`src/rtl/core/escaped_frame_receiver_xor_core_assert.svh`:
```
// Assertion macros used by the deframer back end
`ifndef ESCAPED_FRAME_RECEIVER_XOR_CORE_ASSERT_SVH
`define ESCAPED_FRAME_RECEIVER_XOR_CORE_ASSERT_SVH

`ifndef ASSERT_OFF
`define EFRX_ASSERT(name, clk, rstn, prop, msg) \
  name: assert property (@(posedge clk) disable iff (!(rstn)) (prop)) else $error(msg);
`define EFRX_ASSERT_NEVER(name, clk, rstn, cond, msg) \
  name: assert property (@(posedge clk) disable iff (!(rstn)) !(cond)) else $error(msg);
`else
`define EFRX_ASSERT(name, clk, rstn, prop, msg)
`define EFRX_ASSERT_NEVER(name, clk, rstn, cond, msg)
`endif

`endif

```
`src/rtl/core/efrx_pkg.sv`:
```
// Shared types and constants of the escaped frame receiver
package efrx_pkg;

  localparam int unsigned ByteW   = 8;
  localparam int unsigned CfgIdxW = 4;

  localparam logic [CfgIdxW-1:0] CFG_FLAG_BYTE       = 4'd0;
  localparam logic [CfgIdxW-1:0] CFG_ESCAPE_BYTE     = 4'd1;
  localparam logic [CfgIdxW-1:0] CFG_CODE_FOR_FLAG   = 4'd2;
  localparam logic [CfgIdxW-1:0] CFG_CODE_FOR_ESCAPE = 4'd3;

  localparam logic [ByteW-1:0] FLAG_RESET       = 8'd255;
  localparam logic [ByteW-1:0] ESCAPE_RESET     = 8'd254;
  localparam logic [ByteW-1:0] CODE_FLAG_RESET  = 8'd1;
  localparam logic [ByteW-1:0] CODE_ESC_RESET   = 8'd0;

  typedef enum logic [2:0] {
    OP_OPEN,
    OP_BODY1,
    OP_BODY2,
    OP_CLOSE,
    OP_ESC_CLOSE
  } op_kind_e;

  typedef enum logic [1:0] {
    ST_OK      = 2'd0,
    ST_BAD_SUM = 2'd1,
    ST_SHORT   = 2'd2
  } status_e;

  typedef struct packed {
    op_kind_e         kind;
    logic [ByteW-1:0] b0;
    logic [ByteW-1:0] b1;
  } op_t;

endpackage

```
`src/rtl/core/escaped_frame_receiver_xor_core.sv`:
```
// Top level of the byte-stuffed frame receiver with XOR checksum
//
// Channel   Direction  Handshake                  Payload
// rx        in         rx_valid_i / rx_ready_o    rx_byte_i
// out       out        out_valid_o / out_ready_i  frame_byte_out_o, is_first_o,
//                                                 is_last_o, frame_status_o
// cfg       in         cfg_we_i (no wait)         cfg_idx_i, cfg_wdata_i
//
// One received byte per cycle enters the front end while rx_ready_o is high;
// results leave one per cycle while out_ready_i is high, and escape pairs that
// expand to two results hold the back end for both. A result passes the op queue,
// then the out register. rx_ready_o drops only when the two-entry op queue is full.
// Reset is asynchronous, active low; no clearing pass is needed.
module escaped_frame_receiver_xor_core import efrx_pkg::*; (
  input  logic               clk_i,
  input  logic               rst_ni,
  input  logic               cfg_we_i,
  input  logic [CfgIdxW-1:0] cfg_idx_i,
  input  logic [ByteW-1:0]   cfg_wdata_i,
  input  logic               rx_valid_i,
  output logic               rx_ready_o,
  input  logic [ByteW-1:0]   rx_byte_i,
  output logic               out_valid_o,
  input  logic               out_ready_i,
  output logic [ByteW-1:0]   frame_byte_out_o,
  output logic               is_first_o,
  output logic               is_last_o,
  output logic [1:0]         frame_status_o
);

  logic q_ready, q_push, q_valid, q_pop;
  op_t  q_op, q_head;

  efrx_front u_front (
    .clk_i       (clk_i),
    .rst_ni      (rst_ni),
    .cfg_we_i    (cfg_we_i),
    .cfg_idx_i   (cfg_idx_i),
    .cfg_wdata_i (cfg_wdata_i),
    .rx_valid_i  (rx_valid_i),
    .rx_ready_o  (rx_ready_o),
    .rx_byte_i   (rx_byte_i),
    .q_ready_i   (q_ready),
    .q_push_o    (q_push),
    .q_op_o      (q_op)
  );

  efrx_fifo u_fifo (
    .clk_i     (clk_i),
    .rst_ni    (rst_ni),
    .push_i    (q_push),
    .push_op_i (q_op),
    .ready_o   (q_ready),
    .valid_o   (q_valid),
    .head_o    (q_head),
    .pop_i     (q_pop)
  );

  efrx_back u_back (
    .clk_i            (clk_i),
    .rst_ni           (rst_ni),
    .q_valid_i        (q_valid),
    .q_head_i         (q_head),
    .q_pop_o          (q_pop),
    .out_valid_o      (out_valid_o),
    .out_ready_i      (out_ready_i),
    .frame_byte_out_o (frame_byte_out_o),
    .is_first_o       (is_first_o),
    .is_last_o        (is_last_o),
    .frame_status_o   (frame_status_o)
  );

endmodule

```
`src/rtl/core/efrx_front.sv`:
```
// Front end: configuration registers, framing state and byte classification
module efrx_front import efrx_pkg::*; (
  input  logic               clk_i,
  input  logic               rst_ni,
  input  logic               cfg_we_i,
  input  logic [CfgIdxW-1:0] cfg_idx_i,
  input  logic [ByteW-1:0]   cfg_wdata_i,
  input  logic               rx_valid_i,
  output logic               rx_ready_o,
  input  logic [ByteW-1:0]   rx_byte_i,
  input  logic               q_ready_i,
  output logic               q_push_o,
  output op_t                q_op_o
);

  logic [ByteW-1:0] flag_q, esc_q, cflag_q, cesc_q;
  logic             inside_q, inside_d;
  logic             waiting_q, waiting_d;
  logic             accept;
  logic             push;
  op_t              op;

  assign rx_ready_o = q_ready_i;
  assign accept     = rx_valid_i && q_ready_i;

  always_ff @(posedge clk_i or negedge rst_ni) begin
    if (!rst_ni) begin
      flag_q  <= FLAG_RESET;
      esc_q   <= ESCAPE_RESET;
      cflag_q <= CODE_FLAG_RESET;
      cesc_q  <= CODE_ESC_RESET;
    end else if (cfg_we_i) begin
      case (cfg_idx_i)
        CFG_FLAG_BYTE:       flag_q  <= cfg_wdata_i;
        CFG_ESCAPE_BYTE:     esc_q   <= cfg_wdata_i;
        CFG_CODE_FOR_FLAG:   cflag_q <= cfg_wdata_i;
        CFG_CODE_FOR_ESCAPE: cesc_q  <= cfg_wdata_i;
        default: ;
      endcase
    end
  end

  always_comb begin
    inside_d  = inside_q;
    waiting_d = waiting_q;
    push      = 1'b0;
    op.kind   = OP_BODY1;
    op.b0     = rx_byte_i;
    op.b1     = rx_byte_i;
    if (!inside_q) begin
      if (rx_byte_i == flag_q) begin
        push      = 1'b1;
        op.kind   = OP_OPEN;
        inside_d  = 1'b1;
        waiting_d = 1'b0;
      end
    end else if (rx_byte_i == flag_q) begin
      push      = 1'b1;
      inside_d  = 1'b0;
      waiting_d = 1'b0;
      if (waiting_q) begin
        op.kind = OP_ESC_CLOSE;
        op.b0   = esc_q;
      end else begin
        op.kind = OP_CLOSE;
      end
    end else if (waiting_q) begin
      push = 1'b1;
      if (rx_byte_i == cflag_q) begin
        op.b0     = flag_q;
        waiting_d = 1'b0;
      end else if (rx_byte_i == cesc_q) begin
        op.b0     = esc_q;
        waiting_d = 1'b0;
      end else if (rx_byte_i == esc_q) begin
        op.b0 = esc_q;
      end else begin
        op.kind   = OP_BODY2;
        op.b0     = esc_q;
        waiting_d = 1'b0;
      end
    end else if (rx_byte_i == esc_q) begin
      waiting_d = 1'b1;
    end else begin
      push = 1'b1;
    end
  end

  always_ff @(posedge clk_i or negedge rst_ni) begin
    if (!rst_ni) begin
      inside_q  <= 1'b0;
      waiting_q <= 1'b0;
    end else if (accept) begin
      inside_q  <= inside_d;
      waiting_q <= waiting_d;
    end
  end

  assign q_push_o = accept && push;
  assign q_op_o   = op;

endmodule

```
`src/rtl/core/efrx_fifo.sv`:
```
// Two-entry operation queue between front and back end
module efrx_fifo import efrx_pkg::*; (
  input  logic clk_i,
  input  logic rst_ni,
  input  logic push_i,
  input  op_t  push_op_i,
  output logic ready_o,
  output logic valid_o,
  output op_t  head_o,
  input  logic pop_i
);

  op_t        mem_q [2];
  logic       wptr_q, rptr_q;
  logic [1:0] cnt_q;

  assign ready_o = (cnt_q != 2'd2);
  assign valid_o = (cnt_q != 2'd0);
  assign head_o  = mem_q[rptr_q];

  always_ff @(posedge clk_i) begin
    if (push_i) begin
      mem_q[wptr_q] <= push_op_i;
    end
  end

  always_ff @(posedge clk_i or negedge rst_ni) begin
    if (!rst_ni) begin
      wptr_q <= 1'b0;
      rptr_q <= 1'b0;
      cnt_q  <= 2'd0;
    end else begin
      if (push_i) begin
        wptr_q <= ~wptr_q;
      end
      if (pop_i) begin
        rptr_q <= ~rptr_q;
      end
      case ({push_i, pop_i})
        2'b10:   cnt_q <= cnt_q + 2'd1;
        2'b01:   cnt_q <= cnt_q - 2'd1;
        default: cnt_q <= cnt_q;
      endcase
    end
  end

endmodule

```
`src/rtl/core/efrx_back.sv`:
```
// Back end: checksum, body count and the registered result stage
module efrx_back import efrx_pkg::*; (
  input  logic             clk_i,
  input  logic             rst_ni,
  input  logic             q_valid_i,
  input  op_t              q_head_i,
  output logic             q_pop_o,
  output logic             out_valid_o,
  input  logic             out_ready_i,
  output logic [ByteW-1:0] frame_byte_out_o,
  output logic             is_first_o,
  output logic             is_last_o,
  output logic [1:0]       frame_status_o
);

  `include "escaped_frame_receiver_xor_core_assert.svh"

  logic             out_valid_q;
  logic [ByteW-1:0] byte_q, byte_d;
  logic             first_q, first_d;
  logic             last_q, last_d;
  status_e          status_q, status_d;
  logic [ByteW-1:0] xor_q, xor_d;
  logic [1:0]       cnt_q, cnt_d;
  logic             step_q, step_d;
  logic             load, fire;
  logic             pop;
  logic             is_body, is_close;
  status_e          close_status;

  assign load = !out_valid_q || out_ready_i;
  assign fire = load && q_valid_i;

  always_comb begin
    if (cnt_q != 2'd2) begin
      close_status = ST_SHORT;
    end else if (xor_q != '0) begin
      close_status = ST_BAD_SUM;
    end else begin
      close_status = ST_OK;
    end
  end

  always_comb begin
    pop      = 1'b1;
    step_d   = 1'b0;
    is_body  = 1'b0;
    is_close = 1'b0;
    byte_d   = q_head_i.b0;
    first_d  = 1'b0;
    case (q_head_i.kind)
      OP_OPEN: begin
        first_d = 1'b1;
      end
      OP_BODY1: begin
        is_body = 1'b1;
      end
      OP_BODY2: begin
        is_body = 1'b1;
        if (step_q) begin
          byte_d = q_head_i.b1;
        end else begin
          pop    = 1'b0;
          step_d = 1'b1;
        end
      end
      OP_CLOSE: begin
        is_close = 1'b1;
      end
      OP_ESC_CLOSE: begin
        if (step_q) begin
          byte_d   = q_head_i.b1;
          is_close = 1'b1;
        end else begin
          is_body = 1'b1;
          pop     = 1'b0;
          step_d  = 1'b1;
        end
      end
      default: ;
    endcase
    last_d   = is_close;
    status_d = is_close ? close_status : ST_OK;
  end

  always_comb begin
    xor_d = xor_q;
    cnt_d = cnt_q;
    if (is_body) begin
      if (cnt_q != 2'd0) begin
        xor_d = xor_q ^ byte_d;
      end
      if (cnt_q != 2'd2) begin
        cnt_d = cnt_q + 2'd1;
      end
    end else begin
      xor_d = '0;
      cnt_d = 2'd0;
    end
  end

  always_ff @(posedge clk_i or negedge rst_ni) begin
    if (!rst_ni) begin
      out_valid_q <= 1'b0;
      step_q      <= 1'b0;
      xor_q       <= '0;
      cnt_q       <= 2'd0;
    end else begin
      if (fire) begin
        out_valid_q <= 1'b1;
        step_q      <= step_d;
        xor_q       <= xor_d;
        cnt_q       <= cnt_d;
      end else if (out_ready_i) begin
        out_valid_q <= 1'b0;
      end
    end
  end

  always_ff @(posedge clk_i) begin
    if (fire) begin
      byte_q   <= byte_d;
      first_q  <= first_d;
      last_q   <= last_d;
      status_q <= status_d;
    end
  end

  assign q_pop_o          = fire && pop;
  assign out_valid_o      = out_valid_q;
  assign frame_byte_out_o = byte_q;
  assign is_first_o       = first_q;
  assign is_last_o        = last_q;
  assign frame_status_o   = status_q;

  `EFRX_ASSERT(a_step_two_part, clk_i, rst_ni,
    step_q |-> (q_valid_i && (q_head_i.kind == OP_BODY2 || q_head_i.kind == OP_ESC_CLOSE)),
    "second step pending without a two-result operation")
  `EFRX_ASSERT_NEVER(a_first_last, clk_i, rst_ni, out_valid_q && first_q && last_q,
    "item marked both first and last")
  `EFRX_ASSERT(a_status_last, clk_i, rst_ni,
    (out_valid_q && !last_q) |-> (status_q == ST_OK),
    "status set on an item that is not last")
  `EFRX_ASSERT_NEVER(a_cnt_sat, clk_i, rst_ni, cnt_q == 2'd3,
    "body count past saturation")
  `EFRX_ASSERT(a_pop_fire, clk_i, rst_ni, q_pop_o |=> out_valid_q,
    "operation retired without a result")

endmodule
```
`config.mk`:
```
export PLATFORM = sky130hd
export DESIGN_NAME = escaped_frame_receiver_xor_core
export DESIGN_NICKNAME = d
export VERILOG_FILES = /design/src/rtl/core/efrx_pkg.sv /design/src/rtl/core/escaped_frame_receiver_xor_core.sv /design/src/rtl/core/efrx_front.sv /design/src/rtl/core/efrx_fifo.sv /design/src/rtl/core/efrx_back.sv
export VERILOG_INCLUDE_DIRS = /design/src /design/src/rtl/core
export SDC_FILE = /design/constraint.sdc
export NUM_CORES = 1
export LEC_CHECK = 0
export ABC_AREA = 1
export BUFFER_PORTS_ARGS = -buffer_cell sky130_fd_sc_hd__clkbuf_2
export CORE_MARGIN = 2
export CORE_UTILIZATION = 50
export DETAILED_ROUTE_END_ITERATION = 12
export MAX_ROUTING_LAYER = met4
export PLACE_DENSITY = 0.67
export SYNTH_ARGS = -nofsm -noshare
export SYNTH_HDL_FRONTEND = slang
export SYNTH_SLANG_ARGS = --single-unit
```
`constraint.sdc`:
```
create_clock -name clk_i -period 2.4 [get_ports clk_i]
set_input_delay 0.24 -clock clk_i [delete_from_list [all_inputs] [get_ports clk_i]]
set_output_delay 0.24 -clock clk_i [all_outputs]
set_load 0.05 [all_outputs]
```
==> impl_metrics.toml <==
[clocking]
clkSlewWorstSetupHoldPaths_ns = 0.10
clock-sinks = 100
root_buffer = "clkbuf_8"
htreeDepth = 3
clk_latency_ns = 0.36
tritoncts = "built"
clk_path_buf_depth = 2
cts_buffers = 9

[synth]
synth_largest_area_cell = "edfxtp_1"
synth_area_um2 = 5034
syn_inst = 580
synth-main-ff-cell = "edfxtp_1"
seq_area_frac_synth_pct = 55.08
ys_types = 28
synth_edf_count = 50
synth-seq-cells = 100
yosys-top-cells-area = "edfxtp_1, dfrtp_1, nand2_1"
async_flop_share_pct = 50.00
synth_nets = 609
ys_warn_count = 0
syn_area_per_cell_um2 = 8.679
synth_top_area_share_pct = 29.83

[finish]
fill_cells = 904
drive_above_1_share_pct = 16.21
final_net_count = 647
n_antenna_cell = 0
multi_input_area_um2 = 1943
final_area_um2 = 5565
syn2layout_area_growth_pct = 10.56
regArea_um2 = 2773

[global_route]
overflow = 0
grt_max_degree = 33
grt_pass1_wl_um = 16530
grt_antenna_before_repair = 0
grtUsageTotal_pct = 19.30
grt_pass1_vias = 3580

[sta]
timing.final.crit_share_pct = 92.10
whs_ns = 0.06452
relSlewSlack_pct = 63.19
setup_viol = 0
tightest_slew_ns = 0.5506
fin_worst_skew_ns = 0.01170
worst_slack_ns = 0.1896
fmax_mhz = 452.4
timing.final.hold_violations = 0
rsz0062_at_grt = "false"
fin_crit_ns = 2.210
finalSetupTns_ns = 0
drv_slew = 0

[floorplan]
dieWidth_um = 104.3
ios = 39
initial_core_util_pct = 51.50
core_um2 = 9774
die-area_um2 = 10890
die_h_um = 104.3
num_rows = 36

[setup_path]
crit_top_cell = "nand2_1"
crit_path_max_incr_delay_ns = 0.56
worst-path-buf-inv = 0
worstPathArrival_ns = 2.46
cp_slowest_cell = "dfstp_2"
start_kind = "register"
crit_family = "flip-flops"
crit_path_max_fanout = 5
critical_path_required_ns = 2.65
setup.worst_path.end_class = "register"
crit_type = "register to register"
reg2reg_slack_ns = 0.19
path_cells = "xnor2_1 > nand2_1 > nor2_1 > nand2_1 > a21oi_2 > nand2_1 > ha_1 > a21oi_1 > o21ai_0 > xor2_1"

[detailed_routing]
vias = 3715
first_pass_iters = 4
routedWlPerCell_um = 12.51
initialDrtViolationCount = 115
via_per_inst = 4.914
ant_nets = 0
drc = 0
routed_wl_um = 9459

[place]
place_area_um2 = 5368
dpl.hpwl_um = 7219
routabilityCongestion = 0.8385
pre_cts_slack_ns = 0.1480
io_buffers = 38

[job]
maxCapViolCount = 0

[power_and_ir_drop]
power_uw = 6395
power_density_nw_per_um2 = 1149
vdd_drop_max_mv = 0.5749
p_leak_uw = 0.002612

[status]
outcome = "finished, final reports clean"

[min_path]
hp-class = "input port to register"
==> cell usage in the layout, fill, tap and decap left out, types with 2 or more instances in the layout <==
cell / count
nand2_1: 211
inv_1: 51
edfxtp_1: 50
o21ai_0: 40
nor2_1: 38
clkbuf_2: 38
nand3_1: 37
dfrtp_1: 34
xor2_1: 18
dfstp_2: 16
xnor2_1: 12
nand4_1: 11
a21oi_1: 10
nand2_2: 9
clkbuf_8: 9
buf_4: 8
ha_1: 4
nand3_2: 3
a21oi_2: 3
inv_2: 2
nand3b_1: 2
clkinv_4: 2
inv_8: 2
buf_12: 2
==> cell families (layout without fill, tap and decap cells) <==
logic type / count (synthesis) / count (layout) / synth area share (%)
AND/OR/NAND/NOR: 316 / 316 / 26.40
AO/OA/AOI/OAI: 55 / 55 / 5.792
flip-flops: 100 / 100 / 55.08
adder cells (fa/ha/maj): 4 / 4 / 0.9943
buffers and inverters: 75 / 118 / 6.512
XOR/XNOR: 30 / 30 / 5.220
==> final cells by class <==
cell class | count | area share [%]
flip-flops and latches | 100 | 49.82
inverters | 53 | 3.575
multi-input cells | 405 | 34.91
well taps | 133 | 2.990
clock inverters | 7 | 1.079
repair buffers | 49 | 5.396
clock buffers | 9 | 2.226
==> Yosys cell counts, types with 4 or more instances <==
library cell and number:
dfrtp_1 34, o21ai_0 40, dfstp_2 16, edfxtp_1 50, nand2_1 211, nor2_1 39
buf_2 10, xnor2_1 12, xor2_1 18, nand2_2 9, nand4_1 11, ha_1 4
inv_1 51, clkbuf_1 6, nand3_1 37, a21oi_1 12
==> flip-flops by register name (all words and copies together), names as in the netlist <==
register                 count
u_back.is_last_o             1
u_back.out_valid_o           1
u_front.flag_q               8
u_back.xor_q                 8
u_fifo.wptr_q                1
u_front.cflag_q              8
u_back.frame_status_o        2
u_front.waiting_q            1
u_fifo.cnt_q                 2
u_back.is_first_o            1
u_fifo.rptr_q                1
u_front.inside_q             1
u_front.esc_q                8
u_back.step_q                1
u_back.cnt_q                 2
u_back.frame_byte_out_o      8
u_front.cesc_q               8
u_fifo.mem_q                38
==> metal layers <==
| layer | vias to the layer above | track usage (%) | wire length (um) |
|---|---|---|---|
| met3 | 10 | 3.446 | 303 |
| met2 | 73 | 33.52 | 4884 |
| met5 | - | - | 0 |
| met4 | 0 | 5.792 | 106 |
| li1 | 1937 | - | - |
| met1 | 1695 | 22.94 | 4164 |
==> stage by stage <==
stage	utilization, %	cells
2_1_floorplan	-	580
5_1_grt	56.94	756
3_3_place_gp	54.92	739
6_report	56.94	756
3_5_place_dp	54.92	739
4_1_cts	56.90	756
==> repair_timing <==
item,in CTS,in global routing
gates resized for setup,0,1
endpoints found under the setup margin,0,1
endpoints found under the hold margin,34,0
buffers inserted,0,0
hold buffers,1,0
==> path summary, 6_finish.rpt <==
| kind | startpoint | to | cells past startpoint |
|---|---|---|---|
| worst max-delay path | u_front.flag_q[2]$_DFFE_PN1P_ | u_fifo.cnt_q[1]$_DFFE_PN0P_ | 10 |
| worst min register to register | u_fifo.wptr_q$_DFFE_PN0N_ | u_fifo.wptr_q$_DFFE_PN0N_ | 2 |
| max in group asynchronous | rst_ni | u_front.esc_q[6]$_DFFE_PN1P_ | 3 |
| worst max register to register | u_front.flag_q[2]$_DFFE_PN1P_ | u_fifo.cnt_q[1]$_DFFE_PN0P_ | 10 |
| min in group asynchronous | rst_ni | u_back.xor_q[0]$_DFFE_PN0P_ | 3 |
| worst min-delay path | out_ready_i | u_back.out_valid_o$_DFFE_PN0P_ | 2 |
==> power by group <==
part / switching (uW) / total [uW] / leakage [uW] / internal (uW)
Sequential: 269 / 2720 / 0.00107 / 2450
Clock: 598 / 993 / 0.0000913 / 395
Combinational: 1850 / 2690 / 0.00146 / 834
(Power assumes the default switching activity.)
